==> src/hdl/dcc_pkg.sv <==
`default_nettype none

package dcc_pkg;

   localparam int unsigned MaxBody = 4;

   localparam logic [1:0] MODE_14  = 2'd0;
   localparam logic [1:0] MODE_28  = 2'd1;
   localparam logic [1:0] MODE_128 = 2'd2;

   localparam logic [3:0] KIND_SPEED  = 4'd0;
   localparam logic [3:0] KIND_F0_4   = 4'd1;
   localparam logic [3:0] KIND_F5_8   = 4'd2;
   localparam logic [3:0] KIND_F9_12  = 4'd3;
   localparam logic [3:0] KIND_F13_20 = 4'd4;
   localparam logic [3:0] KIND_F21_28 = 4'd5;
   localparam logic [3:0] KIND_F29_36 = 4'd6;
   localparam logic [3:0] KIND_F37_44 = 4'd7;
   localparam logic [3:0] KIND_F45_52 = 4'd8;
   localparam logic [3:0] KIND_F53_60 = 4'd9;
   localparam logic [3:0] KIND_F61_68 = 4'd10;

   typedef struct packed {
      logic [13:0] loco_address;
      logic [1:0]  step_mode;
      logic        forward;
      logic [6:0]  speed_step;
      logic [63:0] function_bits_low;
      logic [4:0]  function_bits_high;
      logic [3:0]  packet_kind;
   } dcc_req_type;

   // body bytes in transmission order, unused bytes zero
   typedef struct packed {
      logic [MaxBody-1:0][7:0] body;
      logic [2:0]              body_len;
      logic [7:0]              chk;
   } dcc_pkt_type;

endpackage

`default_nettype wire

==> src/hdl/dcc_packet_encoder.sv <==
// the first byte of a packet passes through the request register, then the byte output register
// throughput: one packet byte per cycle while rsp_stall is low; a packet of n
//    bytes (3 to 5) holds the request register until its checksum byte is
//    loaded in the single byte output register, as the next request is taken
// reset: synchronous, active high; clears the request and result valid flags
`default_nettype none

module dcc_packet_encoder (
   input  wire logic        clock,
   input  wire logic        reset,
   input  wire logic        req_valid,
   output      logic        req_stall,
   input  wire logic [13:0] req_loco_address,
   input  wire logic [1:0]  req_step_mode,
   input  wire logic        req_forward,
   input  wire logic [6:0]  req_speed_step,
   input  wire logic [63:0] req_function_bits_low,
   input  wire logic [4:0]  req_function_bits_high,
   input  wire logic [3:0]  req_packet_kind,
   output      logic        rsp_valid,
   input  wire logic        rsp_stall,
   output      logic [7:0]  rsp_packet_byte,
   output      logic [2:0]  rsp_byte_position,
   output      logic        rsp_last_byte
);
   import dcc_pkg::*;

   logic        in_valid_ff, in_valid_in;
   dcc_req_type req_ff, req_in;
   logic [2:0]  idx_ff, idx_in;
   logic        rsp_valid_ff, rsp_valid_in;
   logic [7:0]  byte_ff, byte_in;
   logic [2:0]  pos_ff, pos_in;
   logic        last_ff, last_in;

   dcc_pkt_type pkt;
   logic        out_free;
   logic        load_out;
   logic        at_chk;
   logic        req_xfer;

   dcc_pkt_build u_build (
      .req (req_ff),
      .pkt (pkt)
   );

   assign out_free  = !rsp_valid_ff || !rsp_stall;
   assign load_out  = in_valid_ff && out_free;
   assign at_chk    = (idx_ff == pkt.body_len);
   assign req_stall = in_valid_ff && !(load_out && at_chk);
   assign req_xfer  = req_valid && !req_stall;

   always_comb begin
      in_valid_in  = in_valid_ff;
      req_in       = req_ff;
      idx_in       = idx_ff;
      rsp_valid_in = rsp_valid_ff;
      byte_in      = byte_ff;
      pos_in       = pos_ff;
      last_in      = last_ff;

      if (out_free) begin
         rsp_valid_in = load_out;
      end
      if (load_out) begin
         byte_in = at_chk ? pkt.chk : pkt.body[idx_ff[1:0]];
         pos_in  = idx_ff;
         last_in = at_chk;
         idx_in  = at_chk ? 3'd0 : idx_ff + 3'd1;
         if (at_chk) begin
            in_valid_in = 1'b0;
         end
      end
      if (req_xfer) begin
         in_valid_in            = 1'b1;
         req_in.loco_address       = req_loco_address;
         req_in.step_mode          = req_step_mode;
         req_in.forward            = req_forward;
         req_in.speed_step         = req_speed_step;
         req_in.function_bits_low  = req_function_bits_low;
         req_in.function_bits_high = req_function_bits_high;
         req_in.packet_kind        = req_packet_kind;
      end
   end

   always_ff @(posedge clock) begin
      if (reset) begin
         in_valid_ff  <= 1'b0;
         idx_ff       <= 3'd0;
         rsp_valid_ff <= 1'b0;
      end else begin
         in_valid_ff  <= in_valid_in;
         idx_ff       <= idx_in;
         rsp_valid_ff <= rsp_valid_in;
      end
      req_ff  <= req_in;
      byte_ff <= byte_in;
      pos_ff  <= pos_in;
      last_ff <= last_in;
   end

   assign rsp_valid         = rsp_valid_ff;
   assign rsp_packet_byte   = byte_ff;
   assign rsp_byte_position = pos_ff;
   assign rsp_last_byte     = last_ff;

   // a packet has at least address, instruction and checksum
   a_min_len: assert property (@(posedge clock) disable iff (reset)
      rsp_valid_ff && last_ff |-> pos_ff >= 3'd2)
      else $error("checksum byte too early in packet");

   // bytes of one packet follow without a gap
   a_no_gap: assert property (@(posedge clock) disable iff (reset)
      rsp_valid_ff && !rsp_stall && !last_ff |=>
         rsp_valid_ff && pos_ff == 3'($past(pos_ff) + 3'd1))
      else $error("gap or skip inside packet");

   // no new request while a packet is half sent
   a_hold_req: assert property (@(posedge clock) disable iff (reset)
      in_valid_ff && idx_ff != 3'd0 && !at_chk |-> req_stall)
      else $error("request taken mid packet");

endmodule

`default_nettype wire

==> src/hdl/dcc_pkt_build.sv <==
`default_nettype none

module dcc_pkt_build (
   input  dcc_pkg::dcc_req_type req,
   output dcc_pkg::dcc_pkt_type pkt
);
   import dcc_pkg::*;

   always_comb begin
      logic        long_addr;
      logic [7:0]  ins0;
      logic [7:0]  ins1;
      logic        ins_two;
      logic [6:0]  s128;
      logic [6:0]  c128;
      logic [4:0]  s28;
      logic [4:0]  t28;
      logic [3:0]  s14;
      logic [3:0]  c14;
      logic [68:0] fall;
      logic [7:0]  oct;
      logic [7:0]  ecmd;
      logic        is_ext;

      long_addr = (req.loco_address[13:7] != 7'd0);
      fall      = {req.function_bits_high, req.function_bits_low};

      s128 = (req.speed_step > 7'd126) ? 7'd126 : req.speed_step;
      c128 = (s128 == 7'd0) ? 7'd0 : s128 + 7'd1;
      s28  = (req.speed_step > 7'd28) ? 5'd28 : req.speed_step[4:0];
      t28  = (s28 == 5'd0) ? 5'd0 : s28 + 5'd3;
      s14  = (req.speed_step > 7'd14) ? 4'd14 : req.speed_step[3:0];
      c14  = (s14 == 4'd0) ? 4'd0 : s14 + 4'd1;

      is_ext = 1'b1;
      oct    = 8'h00;
      ecmd   = 8'h00;
      case (req.packet_kind)
         KIND_F13_20: begin ecmd = 8'hde; oct = fall[13 +: 8]; end
         KIND_F21_28: begin ecmd = 8'hdf; oct = fall[21 +: 8]; end
         KIND_F29_36: begin ecmd = 8'hd8; oct = fall[29 +: 8]; end
         KIND_F37_44: begin ecmd = 8'hd9; oct = fall[37 +: 8]; end
         KIND_F45_52: begin ecmd = 8'hda; oct = fall[45 +: 8]; end
         KIND_F53_60: begin ecmd = 8'hdb; oct = fall[53 +: 8]; end
         KIND_F61_68: begin ecmd = 8'hdc; oct = fall[61 +: 8]; end
         default:     is_ext = 1'b0;
      endcase

      ins0    = 8'h00;
      ins1    = 8'h00;
      ins_two = 1'b0;
      if (is_ext) begin
         ins0    = ecmd;
         ins1    = oct;
         ins_two = 1'b1;
      end else begin
         case (req.packet_kind)
            KIND_F0_4: ins0 = 8'h80 | {3'b000, req.function_bits_low[0],
                                      req.function_bits_low[4:1]};
            KIND_F5_8: ins0 = 8'hb0 | {4'h0, req.function_bits_low[8:5]};
            KIND_F9_12: ins0 = 8'ha0 | {4'h0, req.function_bits_low[12:9]};
            default: begin
               // speed and direction, also for kinds beyond the list
               case (req.step_mode)
                  MODE_128: begin
                     ins0    = 8'h3f;
                     ins1    = {req.forward, c128};
                     ins_two = 1'b1;
                  end
                  MODE_28: ins0 = 8'h40 | {2'b00, req.forward, t28[0], t28[4:1]};
                  default: ins0 = 8'h40 | {2'b00, req.forward,
                                          req.function_bits_low[0], c14};
               endcase
            end
         endcase
      end

      if (long_addr) begin
         pkt.body[0]  = 8'hc0 | {2'b00, req.loco_address[13:8]};
         pkt.body[1]  = req.loco_address[7:0];
         pkt.body[2]  = ins0;
         pkt.body[3]  = ins1;
         pkt.body_len = ins_two ? 3'd4 : 3'd3;
      end else begin
         pkt.body[0]  = req.loco_address[7:0];
         pkt.body[1]  = ins0;
         pkt.body[2]  = ins1;
         pkt.body[3]  = 8'h00;
         pkt.body_len = ins_two ? 3'd3 : 3'd2;
      end
      pkt.chk = pkt.body[0] ^ pkt.body[1] ^ pkt.body[2] ^ pkt.body[3];
   end

endmodule

`default_nettype wire

==> config.mk <==
export PLATFORM = sky130hd
export DESIGN_NAME = dcc_packet_encoder
export DESIGN_NICKNAME = d
export VERILOG_FILES = /design/src/hdl/dcc_pkg.sv /design/src/hdl/dcc_packet_encoder.sv /design/src/hdl/dcc_pkt_build.sv
export SDC_FILE = /design/constraint.sdc
export NUM_CORES = 1
export LEC_CHECK = 0
export BUFFER_PORTS_ARGS = -buffer_cell sky130_fd_sc_hd__buf_2
export CORE_MARGIN = 3
export CORE_UTILIZATION = 59
export DETAILED_ROUTE_END_ITERATION = 16
export PLACE_DENSITY = 0.85
export SYNTH_ARGS = -nofsm -noshare
export SYNTH_HDL_FRONTEND = slang
export SYNTH_SLANG_ARGS = --single-unit
==> constraint.sdc <==
create_clock -name clock -period 10.55 [get_ports clock]
set_clock_uncertainty 0.15 [all_clocks]
set_input_delay 1.055 -clock clock [delete_from_list [all_inputs] [get_ports clock]]
set_output_delay 1.055 -clock clock [all_outputs]
set_load 0.005 [all_outputs]
==> Word-level counts from Yosys, hierarchy flattened <==
Cells that the tools add are included.
{ "totals": {"reg_bits": 114, "latchBits": 0, "mem_bits_rw": 0, "mem_bits_ro": 0, "in_bits": 101, "out_inout_bits": 14, "word_cells": 83, "n_memories": 0} }
{ "classes": {"n_addsub": 4, "multipliers": 0, "n_div": 0, "order_cmp": 4, "eq_ne": 13, "shifts": 0, "n_mux": 28, "bitwise": 3, "n_reduce_logical": 18} }
{ "op_table": {"columns": ["op", "n"], "rows": [
  ["one-hot mux 8 bit (7 select lines)", 2],
  ["two-way mux 8 bit", 6],
  ["two-way mux 35 bit", 1],
  ["one-hot mux 8 bit (3 select lines)", 1],
  ["bitwise XOR 8 bit", 3],
  ["binary-select mux 8 bit (select 2 bit)", 1],
  ["equality test 4 x 3 -> 1 bit (second input constant)", 4],
  ["two-way mux 7 bit", 2],
  ["one-hot mux 7 bit (2 select lines)", 1],
  ["equality test 4 bit (second input constant)", 3],
  ["two-way mux 5 bit", 2],
  ["equality test 4 x 2 -> 1 bit (second input constant)", 2],
  ["two-way mux 1 bit", 8],
  ["two-way mux 4 bit", 2],
  ["adder 7 x 1 -> 7 bit (second input constant)", 1],
  ["> comparator 7 x 4 -> 1 bit (second input constant)", 1],
  ["> comparator 7 x 5 -> 1 bit (second input constant)", 1],
  ["> comparator 7 bit (second input constant)", 1],
  ["logical NOT 7 bit", 1],
  ["nonzero test 7 bit", 1],
  ["OR reduction 7 bit", 1],
  ["two-way mux 3 bit", 2],
  ["adder 5 x 2 -> 5 bit (second input constant)", 1],
  ["logical NOT 5 bit", 1],
  ["14 further kinds", 21]
]} }

==> Depth between registers and ports, before layout <==
Gate-level depths: netlist of the first run.
{ "depth": {"word_depth": 16, "mapped_depth": 13, "mapped_depth_nobuf": 11} }

==> Hierarchy <==
Synthesis of the first run repeated with hierarchy kept, for this count alone.
{ "hier_totals": {"cells_unflattened": 463, "area_unflattened_um2": 5944.5} }
{ "modules_own_cells": {"columns": ["module", "instances", "cells_per_inst", "area_each_um2"], "rows": [
  ["dcc_packet_encoder", 1, 158, 3903.7],
  ["dcc_pkt_build", 1, 305, 2040.7]
]} }

==> Least setup slack after synthesis of the first run <==
OpenSTA, ideal clock, no wires.
{ "synth_timing": {"kind": "flip-flop to flip-flop", "start": "register req_ff[92] in the netlist's numbering", "end": "register req_ff[0] in the netlist's numbering, enable pin", "setup_ps": 553, "arrival_ps": 6330, "t_required_ps": 9847, "slack_ps": 3516, "stages_incl_launch_ff": 12, "n_path_buf": 2, "synth_period_minus_slack_ps": 7034, "cell_sequence": "edfxtp_1 nor4_1 and2_1 clkbuf_1 inv_1 clkbuf_1 ha_1 xnor2_1 o21ai_1 o21ai_0 inv_1 nor2_1"} }
{ "synth_between": {"elab_chain_cells": 8} }
{ "synth_rtl": {"columns": ["item", "line", "source"], "rows": [
  ["start, declared", "dcc_packet_encoder.sv:29", "dcc_req_type req_ff, req_in;"],
  ["start signal, assigned", "dcc_packet_encoder.sv:96", "req_ff <= req_in;"],
  ["nonzero test 7 bit", "dcc_pkt_build.sv:25", "long_addr = (req.loco_address[13:7] != 7'd0);"],
  ["two-way mux 35 bit", "dcc_pkt_build.sv:78", "if (long_addr) begin"],
  ["equality test 3 bit", "dcc_packet_encoder.sv:49", "assign at_chk = (idx_ff == pkt.body_len);"],
  ["logical AND 1 bit", "dcc_packet_encoder.sv:50", "assign req_stall = in_valid_ff && !(load_out && at_chk);"],
  ["logical NOT 1 bit", "dcc_packet_encoder.sv:50", null],
  ["logical AND 1 bit", "dcc_packet_encoder.sv:50", null],
  ["named net req_stall", "dcc_packet_encoder.sv:12", "output logic req_stall,"],
  ["logical NOT 1 bit", "dcc_packet_encoder.sv:51", "assign req_xfer = req_valid && !req_stall;"],
  ["logical AND 1 bit", "dcc_packet_encoder.sv:51", null]
]} }
The timed path passes the listed nets, and every way through them passes these cells.
A chain may end at the register's enable or synchronous reset.

==> Final worst setup path of the first run <==
{ "layout_timing": {"start": "register req_ff[3] in the netlist's numbering", "end": "output req_stall"} }
{ "layout_between": {"elab_chain_cells": 10, "word_cells_on_any_way": 22, "classes_between": "11 x eq/ne; 6 x mux; 5 x reduce/logical"} }
{ "layout_rtl": {"columns": ["item", "line", "source"], "rows": [
  ["equality test 4 x 3 -> 1 bit, or another cell as far along", "dcc_pkt_build.sv:38", "case (req.packet_kind)"],
  ["OR reduction 7 bit (no line) or OR reduction 3 bit (tied branches)", null, null],
  ["two-way mux 1 bit, on equally long branches", "dcc_pkt_build.sv:38, dcc_pkt_build.sv:57", null],
  ["two-way mux 1 bit (*)", "dcc_pkt_build.sv:52", "if (is_ext) begin"],
  ["two-way mux 1 bit or two-way mux 3 bit (tied branches)", "dcc_pkt_build.sv:89, dcc_pkt_build.sv:83", null],
  ["two-way mux 35 bit (*)", "dcc_pkt_build.sv:78", null],
  ["equality test 3 bit (*)", "dcc_packet_encoder.sv:49", null],
  ["logical AND 1 bit (*)", "dcc_packet_encoder.sv:50", null],
  ["logical NOT 1 bit (*)", "dcc_packet_encoder.sv:50", null],
  ["logical AND 1 bit (*)", "dcc_packet_encoder.sv:50", null],
  ["end, declared", "dcc_packet_encoder.sv:12", null]
]} }
Mark *: on every way between the ends. The rest lies on a longest branch, timed or not.

==> results of run 1 <==
==> logic make-up (layout without fill, tap and decap cells) <==
group | after synthesis | count (layout)
buf+inv | 53 | 171
fa+ha+maj | 8 | 8
xor+xnor | 26 | 26
simple gates | 108 | 108
compound gates | 141 | 141
flops | 114 | 114
mux | 12 | 12
==> cell type report <==
cell class	count	area (um^2)	share of cell area [%]
clock buffer	17	414.1	6.095
clock inverter	15	132.6	1.952
inverter	20	75.07	1.105
multi-input combinational	295	2034	29.94
sequential	114	3373	49.64
tap	126	157.7	2.320
timing repair buffer	119	608.1	8.949
==> worst max-delay path, delay by kind of cell, from the launching register on <==
kind / cells / cell delay (ns)
XOR/XNOR: 1 / 0.20
buffers and inverters: 3 / 0.45
AND/OR/NAND/NOR: 1 / 0.88
flip-flops: 1 / 0.75
adder cells (fa/ha/maj): 1 / 0.27
AO/OA/AOI/OAI: 4 / 0.70
==> placed cells by master (no fill, tap or decap), drive strengths merged, types with 6 or more instances in the layout <==
| cell type | count |
|---|---|
| edfxtp | 109 |
| nand2 | 24 |
| clkbuf | 17 |
| xnor2 | 20 |
| buf | 119 |
| a22oi | 8 |
| inv | 23 |
| ha | 8 |
| a21oi | 30 |
| clkinvlp | 6 |
| xor2 | 6 |
| o211ai | 7 |
| o21ai | 33 |
| nand2b | 6 |
| nor2b | 9 |
| nand3 | 12 |
| nor2 | 28 |
| nor3 | 10 |
| o22ai | 7 |
==> final timing paths <==
path | from | end | cells past startpoint | slack (ns)
min reg2reg | in_valid_ff$_SDFFE_PP0P_ | rsp_valid$_SDFFE_PP0N_ | 2 | 0.34
max reg2reg | req_ff[3]$_DFFE_PP_ | req_ff[17]$_DFFE_PP_ | 11 | 5.68
max | req_ff[3]$_DFFE_PP_ | req_stall | 10 | 5.57
min | in_valid_ff$_SDFFE_PP0P_ | rsp_valid$_SDFFE_PP0N_ | 2 | 0.34
==> through the flow <==
step                utilization, %  cells  setup WS, ns  hold slack, ns
floorplan                        -    462         3.516          0.2823
global placement             69.61    674         6.113          0.3234
detailed placement           69.61    674         5.766          0.3326
CTS                          75.70    706         5.598          0.3454
global route                 75.70    706         5.276          0.3848
finish                       75.70    706         5.569          0.3422
==> metal layers <==
layer  GRT usage, %  up-vias  wire length [um]
li1               -     1990                 -
met1          34.38     2026              5479
met2          41.03      239              6792
met3          7.338       37              1121
met4          11.40        0               351
met5              0        -                 0
==> state kept, by name, summed over array words and instances (netlist names) <==
name and cells:
rsp_last_byte 1, rsp_packet_byte 8, rsp_valid 1, rsp_byte_position 3, req_ff 97, idx_ff 3, in_valid_ff 1
==> report_power, final <==
part	internal, mW	switching [mW]	total, mW
registers	0.529	0.0180	0.547
clock network	0.313	0.214	0.527
logic	0.0570	0.0747	0.132
==> results.toml, run 1 <==
[cells_and_area]
syn2layout_area_growth_pct = 21.07
fillers = 590
final_nets = 676
final_area_um2 = 6795
num_antenna_cells = 0
drive_above_1_share_pct = 28.62

[place]
place_area_um2 = 6248
port_buffers = 114
dp_hpwl_um = 9510
place_congestion = 0.9000

[worst_setup_path]
cp-end-kind = "output port"
crit_path_cell_trace = "nor2b_1, a21oi_1, o211ai_1, ha_1, xnor2_1, o21ai_1, buf_4, o21ai_0, inv_1, buf_2"
crit_required_ns = 9.35
path_max_fanout = 24
critPathKind = "reg2out"
start_kind = "register"
crit_arrival_ns = 3.78
cpMaxStageDelayCell = "nor2b_1"
cp_slowest_stage_delay_ns = 0.88

[synthesis]
syn_area_per_cell_um2 = 12.15
synth-adder-area-share_pct = 1.783
synth-seq-cells = 114
synthFlopType = "edfxtp_1"
synth-seq-area-share_pct = 60.10
synth.most_common_cell = "edfxtp_1"
yosys.area_share.simple_pct = 9.563
synth_cell_types = 69
synth_compound_area_share_pct = 17.25
syn_inst = 462
ys_async_sr_fraction_pct = 0
synth_edf_count = 109
synth_xor_area_share_pct = 4.191
synth.cells.most_frequent = "109 x edfxtp_1, 32 x o21ai_0, 30 x a21oi_1"
yosysTopAreaCell = "edfxtp_1"
synthesis.nets = 571
synthTopCellsByArea = "edfxtp_1 58%, xnor2_1 3.0%, o21ai_0 2.9%"
synth_mux_area_share_pct = 3.321
synth_area_um2 = 5613
synth_top_family_by_area = "compound AO/OA/AOI/OAI gates"
synth_top_area_share_pct = 58.31
yosysWarningCount = 0

[run]
cap_violations = 0

[global_route]
grt_pass1_wl_um = 21740
grt_pass1_vias = 4192
antenna_found_initial = 0
grt_max_degree = 91
overflow = 0
grtUsageTotal_pct = 26.15

[timing]
setup_violations = 0
finalCriticalPeriod_ns = 4.981
hold_violations = 0
slew_headroom_pct = 18.58
fin_crit_sh_pct = 47.21
setup-tns-final_ns = 0
drv_slew = 0
worst_slew_pin_slew_ns = 1.219
rsz0062_at_grt = "no"
max_freq_ghz = 0.2008

[power]
p_leak_nw = 2.576
power.density_nw_per_um2 = 177.4
fin_total_pwr_mw = 1.205
peakVddDrop_mv = 0.1435

[routing]
first_pass_iters = 6
viasPerCell = 6.079
routed_wl_um = 13740
drt_iter0_drc = 561
drcViolationCount = 0
ant_nets = 0
vias = 4292
wl_per_cell_um = 19.47

[clock_network]
cts_made_buffers = 17
clkTransAtPathRegs_ns = 0.06
ctsHtreeMaxLevel = 4
post-cts-setup-buffers = 0
post_cts_resized = 0
clock-sinks = 114
tritoncts = "done"
clockRootBuffer = "clkbuf_8"
ctsHoldBuffers = 0
clkLatencyLatePin_ns = 0.52
cts_buffer_depth = 2

[floorplan]
rows = 34
ioPinCount = 115
dieArea_um2 = 10720
die_width_um = 103.5
fp.dieH_um = 103.5
core-area_um2 = 8976
start_util_pct = 62.53

[outcome]
outcome = "complete, no violations"

[min_path]
hp-class = "reg2reg"
No activity file was read; power rests on OpenSTA's default activity.
==> run 2, diff against run 1 <==
- CORE_UTILIZATION: 59 -> 55
- PLACE_DENSITY: 0.85 -> 0.8
- clock period: 10.55 -> 4.7 ns (I/O delays scaled with it)
==> results.toml, run 2 (synthesis gave the netlist of run 1 again) <==
[worst_setup_path]
path_buf_inv = 2
cpMaxStageDelayCell = "edfxtp_1"
critPathKind = "reg2out"
path_max_fanout = 24
crit_required_ns = 4.08
cp-end-kind = "output port"
cp_slowest_stage_delay_ns = 0.76
crit_path_cell_trace = "nor2b_1, a21oi_1, o211ai_1, ha_1, xnor2_1, o21ai_1, o21ai_0, inv_1, buf_2"
cp_top_family = "flip-flops"
start_kind = "register"
crit_arrival_ns = 3.03

[power]
p_leak_nw = 3.029
fin_total_pwr_mw = 2.850
peakVddDrop_mv = 0.3124
power.density_nw_per_um2 = 362.3

[cells_and_area]
multi_input_area_um2 = 2034
fin_cells = 815
syn2layout_area_growth_pct = 40.15
register_area_um2 = 3373
layout_common_cells = "114 x buf_2, 109 x edfxtp_1, 98 x dlygate4sd3_1, 32 x o21ai_0, 30 x a21oi_1"
largest_register_ffs = 97
layout_commonest_cell = "buf_2"
final_nets = 778
top_register = "req_ff"
fillers = 530
drive_above_1_share_pct = 24.78
num_antenna_cells = 0

[global_route]
grt_max_degree = 58
antenna_found_initial = 0
overflow = 0
grt_pass1_vias = 4922
grtUsageTotal_pct = 31.09
grt_pass1_wl_um = 26640

[routing]
ant_nets = 0
viasPerCell = 5.940
drt_iter0_drc = 689
vias = 4841
first_pass_iters = 5
wl_per_cell_um = 20.80
drcViolationCount = 0
routed_wl_um = 16950

[timing]
fin_ws_ns = 1.054
max_freq_ghz = 0.2743
rsz0062_at_grt = "no"
drv_slew = 0
worst_slew_pin_slew_ns = 0.9559
finalCriticalPeriod_ns = 3.646
setup_violations = 0
setup-tns-final_ns = 0
hold_violations = 0
fin_crit_sh_pct = 77.57
slew_headroom_pct = 36.18

[clock_network]
tritoncts = "done"
clock-sinks = 114
ctsHtreeMaxLevel = 4
clockRootBuffer = "clkbuf_8"
clkLatencyLatePin_ns = 0.52
cts_made_buffers = 17
clkTransAtPathRegs_ns = 0.06
post-cts-setup-buffers = 0
cts_buffer_depth = 2

[place]
place_congestion = 0.9325
port_buffers = 114
placed_cells = 685
dp_slack_ns = 1.244
dp_hpwl_um = 9727

[run]
cap_violations = 0

[floorplan]
start_util_pct = 56.90
fp.dieH_um = 107.0
core-area_um2 = 9864
die_width_um = 107.0
rows = 36
dieArea_um2 = 11450
ioPinCount = 115

[outcome]
outcome = "complete, no violations"

[min_path]
hp-class = "in2reg"
-- run 2: cell type report --
type / instances / area share, %
flip-flops and latches: 114 / 42.88
multi-input cells: 295 / 25.86
repair buffers: 221 / 20.90
clock buffers: 17 / 5.265
well taps: 133 / 2.115
clock inverters: 15 / 2.020
inverters: 20 / 0.9544
-- run 2: repair_timing --
| action | 4_1_cts | 5_1_grt |
|---|---|---|
| hold buffers | 98 | 0 |
| endpoints found under the hold margin | 99 | 0 |
| gates resized for setup | 0 | 0 |
-- run 2: worst min-delay path: cells and delay by family --
family | cells | cell delay (ns)
buffers and inverters | 1 | 0.09
and+or+nand+nor | 1 | 0.07
AOI/OAI and AO/OA | 1 | 0.06
-- run 2: path summary, 6_finish.rpt --
check | start | to | slack (ns) | depth (start not counted)
max | req_ff[3]$_DFFE_PP_ | req_stall | 1.05 | 9
min | rsp_stall | rsp_valid$_SDFFE_PP0N_ | 0.05 | 3
max reg2reg | req_ff[3]$_DFFE_PP_ | req_ff[62]$_DFFE_PP_ | 1.12 | 10
min reg2reg | in_valid_ff$_SDFFE_PP0P_ | rsp_valid$_SDFFE_PP0N_ | 0.36 | 2
-- run 2: layer usage --
layer / vias to the layer above / part of all wire (%) / global-route usage [%]
met1: 2273 / 38 / 40.33
met4: 0 / 2.9 / 12.33
met3: 46 / 9.1 / 6.502
met5: - / 0 / 0
met2: 324 / 50 / 51.30
li1: 2198 / - / -
-- run 2: per-stage QoR --
step | area (um^2) | utilization (%) | hold WS [ns]
floorplan | 5620 | - | 0.2823
global placement | 6312 | 63.99 | 0.3371
detailed placement | 6312 | 63.99 | 0.3465
CTS | 7866 | 79.74 | 0.02463
global route | 7866 | 79.74 | 0.06779
finish | 7866 | 79.74 | 0.04863
-- run 2: power by group --
group	internal [mW]	switching, mW	total (mW)
Clock	0.757	0.489	1.25
Combinational	0.187	0.182	0.368
Sequential	1.19	0.0502	1.24
Total	2.13	0.721	2.85
